`src/rtl/qrbm_pkg.sv`:
```
`timescale 1ns / 1ps

package qrbm_pkg;

    localparam logic [3:0] MODE_NIB   = 4'h4;
    localparam logic [7:0] PAD_FIRST  = 8'hEC;
    localparam logic [7:0] PAD_SECOND = 8'h11;
    localparam logic [7:0] MAX_LEN    = 8'd106;

    localparam logic [6:0] CAP_V1 = 7'd17;
    localparam logic [6:0] CAP_V2 = 7'd32;
    localparam logic [6:0] CAP_V3 = 7'd53;
    localparam logic [6:0] CAP_V4 = 7'd78;
    localparam logic [6:0] CAP_V5 = 7'd106;

    typedef struct packed {
        logic [7:0] data_byte;
        logic [7:0] msg_length;
        logic       last_byte;
    } item_t;

    typedef struct packed {
        logic [7:0] codeword;
        logic [2:0] version_number;
        logic       length_error;
        logic       final_codeword;
    } result_t;

    // One nibble of the symbol stream, from the sequencer to the assembler.
    typedef struct packed {
        logic       valid;
        logic [3:0] nib;
        logic       close;
        logic       final_cw;
        logic       err;
        logic [2:0] version;
    } nib_t;

    typedef enum logic [3:0] {
        S_IDLE,
        S_ERR,
        S_MODE,
        S_LHI,
        S_LLO,
        S_DHI,
        S_DLO,
        S_TERM,
        S_PAD
    } state_t;

    function automatic logic [2:0] pick_version(logic [7:0] len);
        logic [2:0] v;
        if (len == 8'd0 || len > MAX_LEN)
            v = 3'd0;
        else if (len <= {1'b0, CAP_V1})
            v = 3'd1;
        else if (len <= {1'b0, CAP_V2})
            v = 3'd2;
        else if (len <= {1'b0, CAP_V3})
            v = 3'd3;
        else if (len <= {1'b0, CAP_V4})
            v = 3'd4;
        else
            v = 3'd5;
        return v;
    endfunction

    function automatic logic [6:0] capacity_of(logic [2:0] v);
        logic [6:0] c;
        case (v)
            3'd1:    c = CAP_V1;
            3'd2:    c = CAP_V2;
            3'd3:    c = CAP_V3;
            3'd4:    c = CAP_V4;
            3'd5:    c = CAP_V5;
            default: c = 7'd0;
        endcase
        return c;
    endfunction

endpackage

```
`src/rtl/qr_byte_mode_codeword_builder_core.sv`:
```
`timescale 1ns / 1ps
// Channel   Signals                              Payload
// -------   ----------------------------------   ---------------------------------
// item      item_valid, item_stall, item         data_byte, msg_length, last_byte
// result    result_valid, result_stall, result   codeword, version_number,
//                                                length_error, final_codeword
//
// One nibble of the symbol stream moves into the assembler per cycle, unless a
// result stall holds a closing nibble. A middle data byte gives two nibbles, the
// first byte of a message five; the last byte adds the terminator nibble, two
// nibbles per pad codeword and an idle state before the next request is taken.
// A rejected length gives one error result, and a dropped byte none.
// rst_n clears the control state at once; no clearing pass is needed.
// A result stall holds the nibble stream at the next closing nibble only.

module qr_byte_mode_codeword_builder_core
    import qrbm_pkg::*;
(
    input  logic    clk,
    input  logic    rst_n,
    input  logic    item_valid,
    output logic    item_stall,
    input  item_t   item,
    output logic    result_valid,
    input  logic    result_stall,
    output result_t result
);

    nib_t emit;
    logic take;

    qrbm_nibble_seq u_seq (
        .clk        (clk),
        .rst_n      (rst_n),
        .item_valid (item_valid),
        .item_stall (item_stall),
        .item       (item),
        .emit       (emit),
        .take       (take)
    );

    qrbm_cw_asm u_asm (
        .clk          (clk),
        .rst_n        (rst_n),
        .emit         (emit),
        .take         (take),
        .result_valid (result_valid),
        .result_stall (result_stall),
        .result       (result)
    );

endmodule

```
`src/rtl/qrbm_nibble_seq.sv`:
```
`timescale 1ns / 1ps

module qrbm_nibble_seq
    import qrbm_pkg::*;
(
    input  logic   clk,
    input  logic   rst_n,
    input  logic   item_valid,
    output logic   item_stall,
    input  item_t  item,
    output nib_t   emit,
    input  logic   take
);

    state_t     state_reg, state_next;
    logic       msg_open_reg, msg_open_next;
    logic       dropping_reg, dropping_next;
    logic       end_reg, end_next;
    logic [6:0] count_reg, count_next;
    logic [6:0] pads_reg, pads_next;
    logic [1:0] pad_idx_reg, pad_idx_next;
    logic [2:0] version_reg, version_next;
    logic [7:0] len_reg, len_next;
    logic [7:0] data_reg, data_next;
    logic [7:0] pad_byte;
    logic [2:0] pick_v;
    logic       accept_ok;

    assign pick_v   = pick_version(item.msg_length);
    assign pad_byte = pad_idx_reg[1] ? PAD_SECOND : PAD_FIRST;

    always_ff @(posedge clk or negedge rst_n)
    begin
        if (!rst_n)
        begin
            state_reg    <= S_IDLE;
            msg_open_reg <= 1'b0;
            dropping_reg <= 1'b0;
            end_reg      <= 1'b0;
            count_reg    <= 7'd0;
            pads_reg     <= 7'd0;
            pad_idx_reg  <= 2'd0;
            version_reg  <= 3'd0;
        end
        else
        begin
            state_reg    <= state_next;
            msg_open_reg <= msg_open_next;
            dropping_reg <= dropping_next;
            end_reg      <= end_next;
            count_reg    <= count_next;
            pads_reg     <= pads_next;
            pad_idx_reg  <= pad_idx_next;
            version_reg  <= version_next;
        end
    end

    always_ff @(posedge clk)
    begin
        len_reg  <= len_next;
        data_reg <= data_next;
    end

    always_comb
    begin
        state_next    = state_reg;
        msg_open_next = msg_open_reg;
        dropping_next = dropping_reg;
        end_next      = end_reg;
        count_next    = count_reg;
        pads_next     = pads_reg;
        pad_idx_next  = pad_idx_reg;
        version_next  = version_reg;
        len_next      = len_reg;
        data_next     = data_reg;
        accept_ok     = 1'b0;
        emit          = '0;
        emit.version  = version_reg;

        case (state_reg)
            S_IDLE:
            begin
                accept_ok = 1'b1;
            end
            S_ERR:
            begin
                emit.valid    = 1'b1;
                emit.close    = 1'b1;
                emit.final_cw = 1'b1;
                emit.err      = 1'b1;
                emit.version  = 3'd0;
                if (take)
                    state_next = S_IDLE;
            end
            S_MODE:
            begin
                emit.valid = 1'b1;
                emit.nib   = MODE_NIB;
                if (take)
                    state_next = S_LHI;
            end
            S_LHI:
            begin
                emit.valid = 1'b1;
                emit.nib   = len_reg[7:4];
                emit.close = 1'b1;
                if (take)
                    state_next = S_LLO;
            end
            S_LLO:
            begin
                emit.valid = 1'b1;
                emit.nib   = len_reg[3:0];
                if (take)
                    state_next = S_DHI;
            end
            S_DHI:
            begin
                emit.valid = 1'b1;
                emit.nib   = data_reg[7:4];
                emit.close = 1'b1;
                if (take)
                begin
                    count_next = 7'(count_reg + 7'd1);
                    end_next   = (7'(count_reg + 7'd1) == len_reg[6:0]);
                    state_next = S_DLO;
                end
            end
            S_DLO:
            begin
                // Low nibble waits in the assembler for next high or terminator.
                emit.valid = 1'b1;
                emit.nib   = data_reg[3:0];
                if (end_reg)
                begin
                    if (take)
                        state_next = S_TERM;
                end
                else
                begin
                    accept_ok = take;
                    if (take)
                        state_next = S_IDLE;
                end
            end
            S_TERM:
            begin
                emit.valid    = 1'b1;
                emit.nib      = 4'h0;
                emit.close    = 1'b1;
                emit.final_cw = (pads_reg == 7'd0);
                if (take)
                begin
                    pad_idx_next = 2'd0;
                    if (pads_reg == 7'd0)
                    begin
                        msg_open_next = 1'b0;
                        state_next    = S_IDLE;
                    end
                    else
                        state_next = S_PAD;
                end
            end
            S_PAD:
            begin
                emit.valid    = 1'b1;
                emit.nib      = pad_idx_reg[0] ? pad_byte[3:0] : pad_byte[7:4];
                emit.close    = pad_idx_reg[0];
                emit.final_cw = pad_idx_reg[0] && (pads_reg == 7'd1);
                if (take)
                begin
                    pad_idx_next = 2'(pad_idx_reg + 2'd1);
                    if (pad_idx_reg[0])
                    begin
                        pads_next = 7'(pads_reg - 7'd1);
                        if (pads_reg == 7'd1)
                        begin
                            msg_open_next = 1'b0;
                            state_next    = S_IDLE;
                        end
                    end
                end
            end
            default:
            begin
                state_next = S_IDLE;
            end
        endcase

        if (accept_ok && item_valid)
        begin
            data_next = item.data_byte;
            if (dropping_reg)
            begin
                // Discard the rest of a message whose length was rejected.
                if (item.last_byte)
                    dropping_next = 1'b0;
                state_next = S_IDLE;
            end
            else if (!msg_open_reg)
            begin
                if (pick_v == 3'd0)
                begin
                    dropping_next = !item.last_byte;
                    state_next    = S_ERR;
                end
                else
                begin
                    version_next  = pick_v;
                    len_next      = item.msg_length;
                    pads_next     = 7'(capacity_of(pick_v) - item.msg_length[6:0]);
                    count_next    = 7'd0;
                    msg_open_next = 1'b1;
                    state_next    = S_MODE;
                end
            end
            else
                state_next = S_DHI;
        end
    end

    assign item_stall = !accept_ok;

`ifndef SYNTHESIS
    a_open_has_version: assert property (@(posedge clk) disable iff (!rst_n)
        msg_open_reg |-> (version_reg != 3'd0))
        else $error("open message without a version");

    a_pad_count: assert property (@(posedge clk) disable iff (!rst_n)
        (state_reg == S_PAD) |-> (pads_reg != 7'd0))
        else $error("pad state with no pads left");

    a_end_to_term: assert property (@(posedge clk) disable iff (!rst_n)
        (state_reg == S_DHI && take && end_next) |=> (state_reg == S_DLO && end_reg))
        else $error("message end not carried to the low nibble");

    a_err_not_open: assert property (@(posedge clk) disable iff (!rst_n)
        (state_reg == S_ERR) |-> !msg_open_reg)
        else $error("error request inside an open message");
`endif

endmodule

```
`src/rtl/qrbm_cw_asm.sv`:
```
`timescale 1ns / 1ps

module qrbm_cw_asm
    import qrbm_pkg::*;
(
    input  logic    clk,
    input  logic    rst_n,
    input  nib_t    emit,
    output logic    take,
    output logic    result_valid,
    input  logic    result_stall,
    output result_t result
);

    logic       result_valid_reg, result_valid_next;
    result_t    result_reg, result_next;
    logic [3:0] lo_reg, lo_next;
    logic       slot_free;

    // A closing nibble needs the output slot; an opening nibble only shifts in.
    assign slot_free = !result_valid_reg || !result_stall;
    assign take      = emit.valid && (!emit.close || slot_free);

    always_comb
    begin
        lo_next           = lo_reg;
        result_next       = result_reg;
        result_valid_next = result_valid_reg && result_stall;
        if (take)
        begin
            if (emit.close)
            begin
                result_next.codeword       = emit.err ? 8'h00 : {lo_reg, emit.nib};
                result_next.version_number = emit.version;
                result_next.length_error   = emit.err;
                result_next.final_codeword = emit.final_cw;
                result_valid_next          = 1'b1;
            end
            else
                lo_next = emit.nib;
        end
    end

    always_ff @(posedge clk or negedge rst_n)
    begin
        if (!rst_n)
            result_valid_reg <= 1'b0;
        else
            result_valid_reg <= result_valid_next;
    end

    always_ff @(posedge clk)
    begin
        lo_reg     <= lo_next;
        result_reg <= result_next;
    end

    assign result_valid = result_valid_reg;
    assign result       = result_reg;

endmodule
```
`config.mk`:
```
export PLATFORM = sky130hd
export DESIGN_NAME = qr_byte_mode_codeword_builder_core
export DESIGN_NICKNAME = d
export VERILOG_FILES = /design/src/rtl/qrbm_pkg.sv /design/src/rtl/qr_byte_mode_codeword_builder_core.sv /design/src/rtl/qrbm_nibble_seq.sv /design/src/rtl/qrbm_cw_asm.sv
export SDC_FILE = /design/constraint.sdc
export NUM_CORES = 1
export LEC_CHECK = 0
export BUFFER_PORTS_ARGS = -buffer_cell sky130_fd_sc_hd__buf_2
export CORE_ASPECT_RATIO = 1.4
export CORE_MARGIN = 4
export CORE_UTILIZATION = 30
export DETAILED_ROUTE_END_ITERATION = 16
export SKIP_CTS_REPAIR_TIMING = 1
export SYNTH_ARGS = -nofsm -noshare
export SYNTH_HDL_FRONTEND = slang
export SYNTH_HIERARCHICAL = 1
export SYNTH_SLANG_ARGS = --single-unit
```
`constraint.sdc`:
```
create_clock -name clk -period 4.01 [get_ports clk]
set_input_delay 0.6015 -clock clk [delete_from_list [all_inputs] [get_ports clk]]
set_output_delay 0.6015 -clock clk [all_outputs]
set_load 0.01 [all_outputs]
```
After elaboration in Yosys (flattened, before gate mapping)
Index checks and enable logic that the tools add are counted.
Cells by class
  bitwise logic cells: 4
  reduce and logical (&&, ||, !) cells: 25
  mux-type cells: 68
  $lt $le $gt $ge: 5
  equal/unequal tests: 27
  add/sub/neg operators: 4
Operators by type and width (count)
  $mux W7: 17
  $mux W4: 16
  $pmux W4 S9: 1
  $pmux W7 S5: 1
  $ne A3 B1 Y1 const B: 8
  $pmux W4 S6: 1
  $mux W1: 18
  $eq A4 B3 Y1 const B: 4
  $le A8 B6 Y1 const B: 2
  $mux W3: 5
  $reduce_and A10 Y1: 1
  $eq A4 B2 Y1 const B: 2
  $gt A8 B7 Y1 const B: 1
  $le A8 B5 Y1 const B: 1
  $le A8 B7 Y1 const B: 1
  $logic_not A8 Y1: 1
  $mux W8: 1
  $reduce_or A8 Y1: 1
  $add A7 B1 Y7 const B: 1
  $eq A7 B1 Y1 const B: 1
  $eq A7 B7 Y1: 1
  $logic_not A7 Y1: 1
  $sub A7 B1 Y7 const B: 1
  $sub A7 B7 Y7: 1
  other kinds (23): 45
Storage, ports and cells
  bits of input ports: 21
  flip-flop bits (word level): 60
  output and inout bits: 15
  logic and storage cells: 149

Longest topological paths before layout
  word-level depth: 17
  depth in mapped cells: 13
  mapped depth without buffers: 12

Hierarchy
Netlist, hierarchy kept.
By module, submodules not included
  qrbm_nibble_seq: sequential area each 1131.1 um2, area each 2825.2 um2, cells each 298, times used 1
  qrbm_cw_asm: sequential area each 535.5 um2, area each 619.3 um2, cells each 33, times used 1

Worst setup path before layout
OpenSTA, ideal clock, no wires.
  kind: input-to-reg
  start: input port item[1] in the netlist's numbering
  end: register u_seq.pads_reg[6]
  library setup time: 0.079 ns
  stages on the path: 11
  arrival: 2.906 ns
  setup slack: 1.025 ns
  buffers on the path: 0
  data required time: 3.931 ns
  cells stage by stage: a211o_1 o2111ai_1 nand2_1 or4_1 ha_1 fa_1 nor2b_1 o31a_1 o22ai_1 xor2_1 mux2i_1
On the way
  cells in the longest elaborated chain, start to end: 17
  elaborated cells between the ends (all ways): 28
  classes of those cells: add/sub: 1; order compare: 5; eq/ne: 5; mux: 14; reduce/logical: 3
RTL lines
  start, declared: line qr_byte_mode_codeword_builder_core.sv:23  | input item_t item,
  $le A8 B7 Y1: line qrbm_pkg.sv:61  | else if (len <= {1'b0, CAP_V4})
  $mux W1: line qrbm_pkg.sv:61
  $mux W3: line qrbm_pkg.sv:59  | else if (len <= {1'b0, CAP_V3})
  $mux W3: line qrbm_pkg.sv:57  | else if (len <= {1'b0, CAP_V2})
  $mux W3: line qrbm_pkg.sv:55  | else if (len <= {1'b0, CAP_V1})
  $mux W3: line qrbm_pkg.sv:53  | if (len == 8'd0 || len > MAX_LEN)
  $eq A3 B3 Y1 (tied with other cells): line qrbm_pkg.sv:70  | case (v)
  $pmux W7 S5: line qrbm_pkg.sv:70
  [... 2 more ...]
  $mux W7: line qrbm_nibble_seq.sv:193  | if (dropping_reg)
  $mux W7: line qrbm_nibble_seq.sv:190  | if (accept_ok && item_valid)
  $sub A7 B7 Y7: line qrbm_nibble_seq.sv:211  | pads_next = 7'(capacity_of(pick_v) - item.msg_length[6:0]);
  $mux W7 (*): line qrbm_nibble_seq.sv:202  | if (pick_v == 3'd0)
  $mux W7 (*): line qrbm_nibble_seq.sv:200  | else if (!msg_open_reg)
  $mux W7 (*): line qrbm_nibble_seq.sv:193
  $mux W7 (*): line qrbm_nibble_seq.sv:190
  named net u_seq.pads_next[6]: line qrbm_nibble_seq.sv:20  | logic [6:0] pads_reg, pads_next;
  end signal, assigned: line qrbm_nibble_seq.sv:52  | pads_reg <= pads_next;
  end, declared: line qrbm_nibble_seq.sv:20
Mark *: on every way through the listed nets, which the timed path passes. The rest lies on a longest branch. The select of a mux whose other input is x is not followed.
A chain may end at the register's enable or synchronous reset.

Worst setup path in the final report
  start: input port item[2] in the netlist's numbering
  end: register u_seq.pads_reg[6]
The elaborated chain is that of the path after synthesis.

==> summary by stage <==
Outcome
The run finished with clean final reports.

Clocking
The maximum count of clock buffers along a single path is 2. The total clock sinks is 60. The TritonCTS buffer count is 9. The post-CTS clock slew at the launch and capture registers of the worst setup and hold paths is 50 ps. The depth of the CTS H-tree is 3. The later-pin clock latency in the skew report is between 300 and 400 ps. Clock tree synthesis selected as its root buffer the cell clkbuf_16. The CTS tree is yes.

Cells and area
Once layout is complete, the utilization of the core stands at between 30% and 40%. Relative to the synthesized area, the layout overhead comes to 17.14%. The register with the most flip-flops in the layout has 13 of them.

The fraction of layout instances using a drive strength above 1 is about 16%. The number of nets in the layout is 405. 0 antenna diodes ended up in the layout. The number of inserted filler cells in the final layout is 1171.

Synth
After synthesis, the mean cell area works out to roughly 10 sq um. Yosys mapped the design onto 56 distinct sky130hd cell types. After technology mapping, the gate count stands at 331. The proportion of register bits with asynchronous set or reset after synthesis is between 40 and 50%. The number of synthesis warnings is 6.

Yosys mapped a number of flops with a built-in enable equal to 33. Of all cell types, the one taking the most synthesized area is edfxtp_1. The mapped netlist covers ~3400 sq um.

The sequential area share after synthesis is between 40% and 50%. Synthesis inferred 60 register bits. Yosys attributes the largest share of cell area to edfxtp_1 29%, dfrtp_1 20%, xnor2_1 4.1%. The synthesized netlist net count is about 360. The most used flip-flop cell after synthesis is edfxtp_1. The share of Yosys cell area claimed by the top area cell type is between 20% and 30%.

Timing
The final hold violation count came to 0. The final setup skew is just over 6 ps. At the pin with the least slew margin, the transition time is ~640 ps. After routing, the total negative slack on setup checks comes to 0 ps. Derived from the worst setup path, the maximum achievable clock frequency is around 0.33 GHz. Setup violations remaining at the end of the flow were counted as 0.

Measured against its own limit, the worst slew margin works out to between 50% and 60%. The max-slew violation total from the final report is 0. The shortest period the worst path allows is approximately 3000 ps. The final worst-path cycle share is roughly three quarters. Setup repair after global routing left no endpoint under its margin.

Floorplanning
The area of the die is about 13000 sq um. After floorplanning, the core was sized to cover between 10000 and 15000 sq um. The floorplan has between 40 and 50 rows. The floorplan die height is roughly 130 um. The initial utilization of the core area, before any placement, comes to 30.53%. The boundary pin count is 36. The horizontal extent of the die is slightly below 100 um.

GRT
The global-route met2 utilization is between 10% and 20%. The routing usage on met3 is between 2 and 3%. The number of antenna violations at the first check in global routing is 0. Entering global routing, the biggest net connects 28 pins. The peak-usage layer in the global routing report is met2. The number of global-route vias before repair is between 2000 and 3000. Global routing finished with a remaining overflow of 0. The met1 routing resource usage after global routing is around 14%. The first-pass GRT wire length is approximately 13 mm. The overall fraction of global-route tracks in use is 11.96%.

Hold path
In this run the worst hold path is classified as in -> async.

Placed design
The congestion estimate from routability-driven global placement came to ~0.85. In this run the tool buffered the top-level ports with 35 buffer cells. The placed wire-length estimate is roughly 5.8 mm.

Pwr
The analysis attributes to cell leakage a power of 1.612 nW. The total power divided by cell area is approximately 700 nW/um^2. The maximum vdd drop is approximately 0.27 mV.

Critical path
The setup path with the least slack is of type in -> reg. The worst setup path is launched from a primary input. The type of destination of the critical path is a register. In this run the worst path has a maximum fanout of 8. Data on the critical path arrives at its endpoint at between 3000 and 4000 ps. The required arrival time at the worst endpoint is approximately 4300 ps.

Routing
Before antenna repair, the detailed router went through 4 iterations. The detailed-route vias per instance is between 5 and 6. In the routed design, unresolved DRC markers number 0. The final wirelength is around 7.6 mm.

The initial DRC count is around 170. The routed length per placed instance is 14.64 um. The antenna violation net count after detailed routing is 0.

Summing over every cut layer, the via total after detailed routing is between 2000 and 3000.

Flow run
The max-capacitance violation count is 0.
[path summary, 6_finish.rpt]
kind	startpoint	to	slack [ps]	cells after the start
worst min-delay path	rst_n	u_seq/count_reg[5]	300	1
worst min register to register	u_seq/version_reg[2]	u_seq/version_reg[2]	500	1
min in group clk	item[16]	u_seq/data_reg[7]	450	1
worst max-delay path	item[2]	u_seq/pads_reg[6]	970	12
max in group asynchronous	rst_n	u_seq/pads_reg[0]	3290	1
worst max register to register	u_seq/state_reg[3]	u_seq/version_reg[0]	1020	9
[logic make-up after synthesis]
kind of cell               after synthesis  synth area share (%)
AOI/OAI and AO/OA                       67                 13.44
xor gates and xnor gates                28                 7.119
adders and majority gates               12                 4.577
buffers and inverters                   30                 3.923
DFF                                     60                 48.38
muxes                                   14                 4.322
and+or+nand+nor                        120                 18.24
[critical path: stages]
cell and delay (ps):
buf_2 160, a211o_1 290, o2111ai_1 120, nand2_1 220
or4_1 550, ha_1 240, fa_1 400, nor2b_1 150
o31a_1 160, o22ai_1 100, xor2_1 160, mux2i_1 130
[layer usage]
layer / up-vias / share of wire, %
met5: - / 0
met1: 1272 / 43
li1: 1286 / -
met3: 20 / 4.9
met2: 89 / 49
met4: 0 / 3.4
[metrics by stage]
step	area (sq um)	worst slack (ps)	instances	hold WS, ps	power (mW)
finish	4035	973.4	521	297.5	2.891
global route	4035	805.8	521	345.5	3.098
CTS	4035	1001	521	313.6	2.915
detailed placement	3781	670.1	505	477.4	2.243
global placement	3781	753.3	505	487.7	2.216
floorplan	3445	1025	331	305.9	1.908
[layout make-up]
type / instances / area [sq um] / area share (%)
clock buffers: 12 / 236.5 / 5.860
multi-input cells: 241 / 1643 / 40.71
repair buffers: 41 / 220.2 / 5.457
well taps: 144 / 180.2 / 4.465
clock inverters: 4 / 17.52 / 0.4341
inverters: 19 / 71.32 / 1.767
flip-flops and latches: 60 / 1667 / 41.30
[cells in the final DEF, fill, tap and decap left out, drive strengths merged, types with 11 or more instances in the layout]
cell	netlist	routed
buf	4	41
edfxtp	33	33
nor2	30	30
dfrtp	27	27
nand2	21	21
inv	19	19
nor2b	19	19
xnor2	16	16
nand3	14	14
o21ai	14	14
xor2	12	12
a21oi	12	12
clkbuf	7	12
ha	11	11
[cell usage after synthesis (4+ instances only)]
library cell and number:
dfrtp_1 27, nand4_1 5, nor2b_1 19, a31oi_1 5, o21a_1 4, nor2_1 30
xnor2_1 16, mux2i_1 7, inv_1 19, edfxtp_1 33, nand2_1 21, xor2_1 12
nand3_1 14, a21oi_1 11, o21ai_0 14, mux2_1 4, ha_1 11, clkbuf_1 7
nor3_1 7, a211o_1 4, or3_1 4
[power by group]
| group | internal (mW) | total (mW) | switching [mW] |
|---|---|---|---|
| clock network | 0.411 | 0.658 | 0.248 |
| registers | 0.946 | 1.12 | 0.177 |
| logic | 0.465 | 1.11 | 0.644 |
| total | 1.82 | 2.89 | 1.07 |
Note: power is estimated with default switching activity, not from simulation.
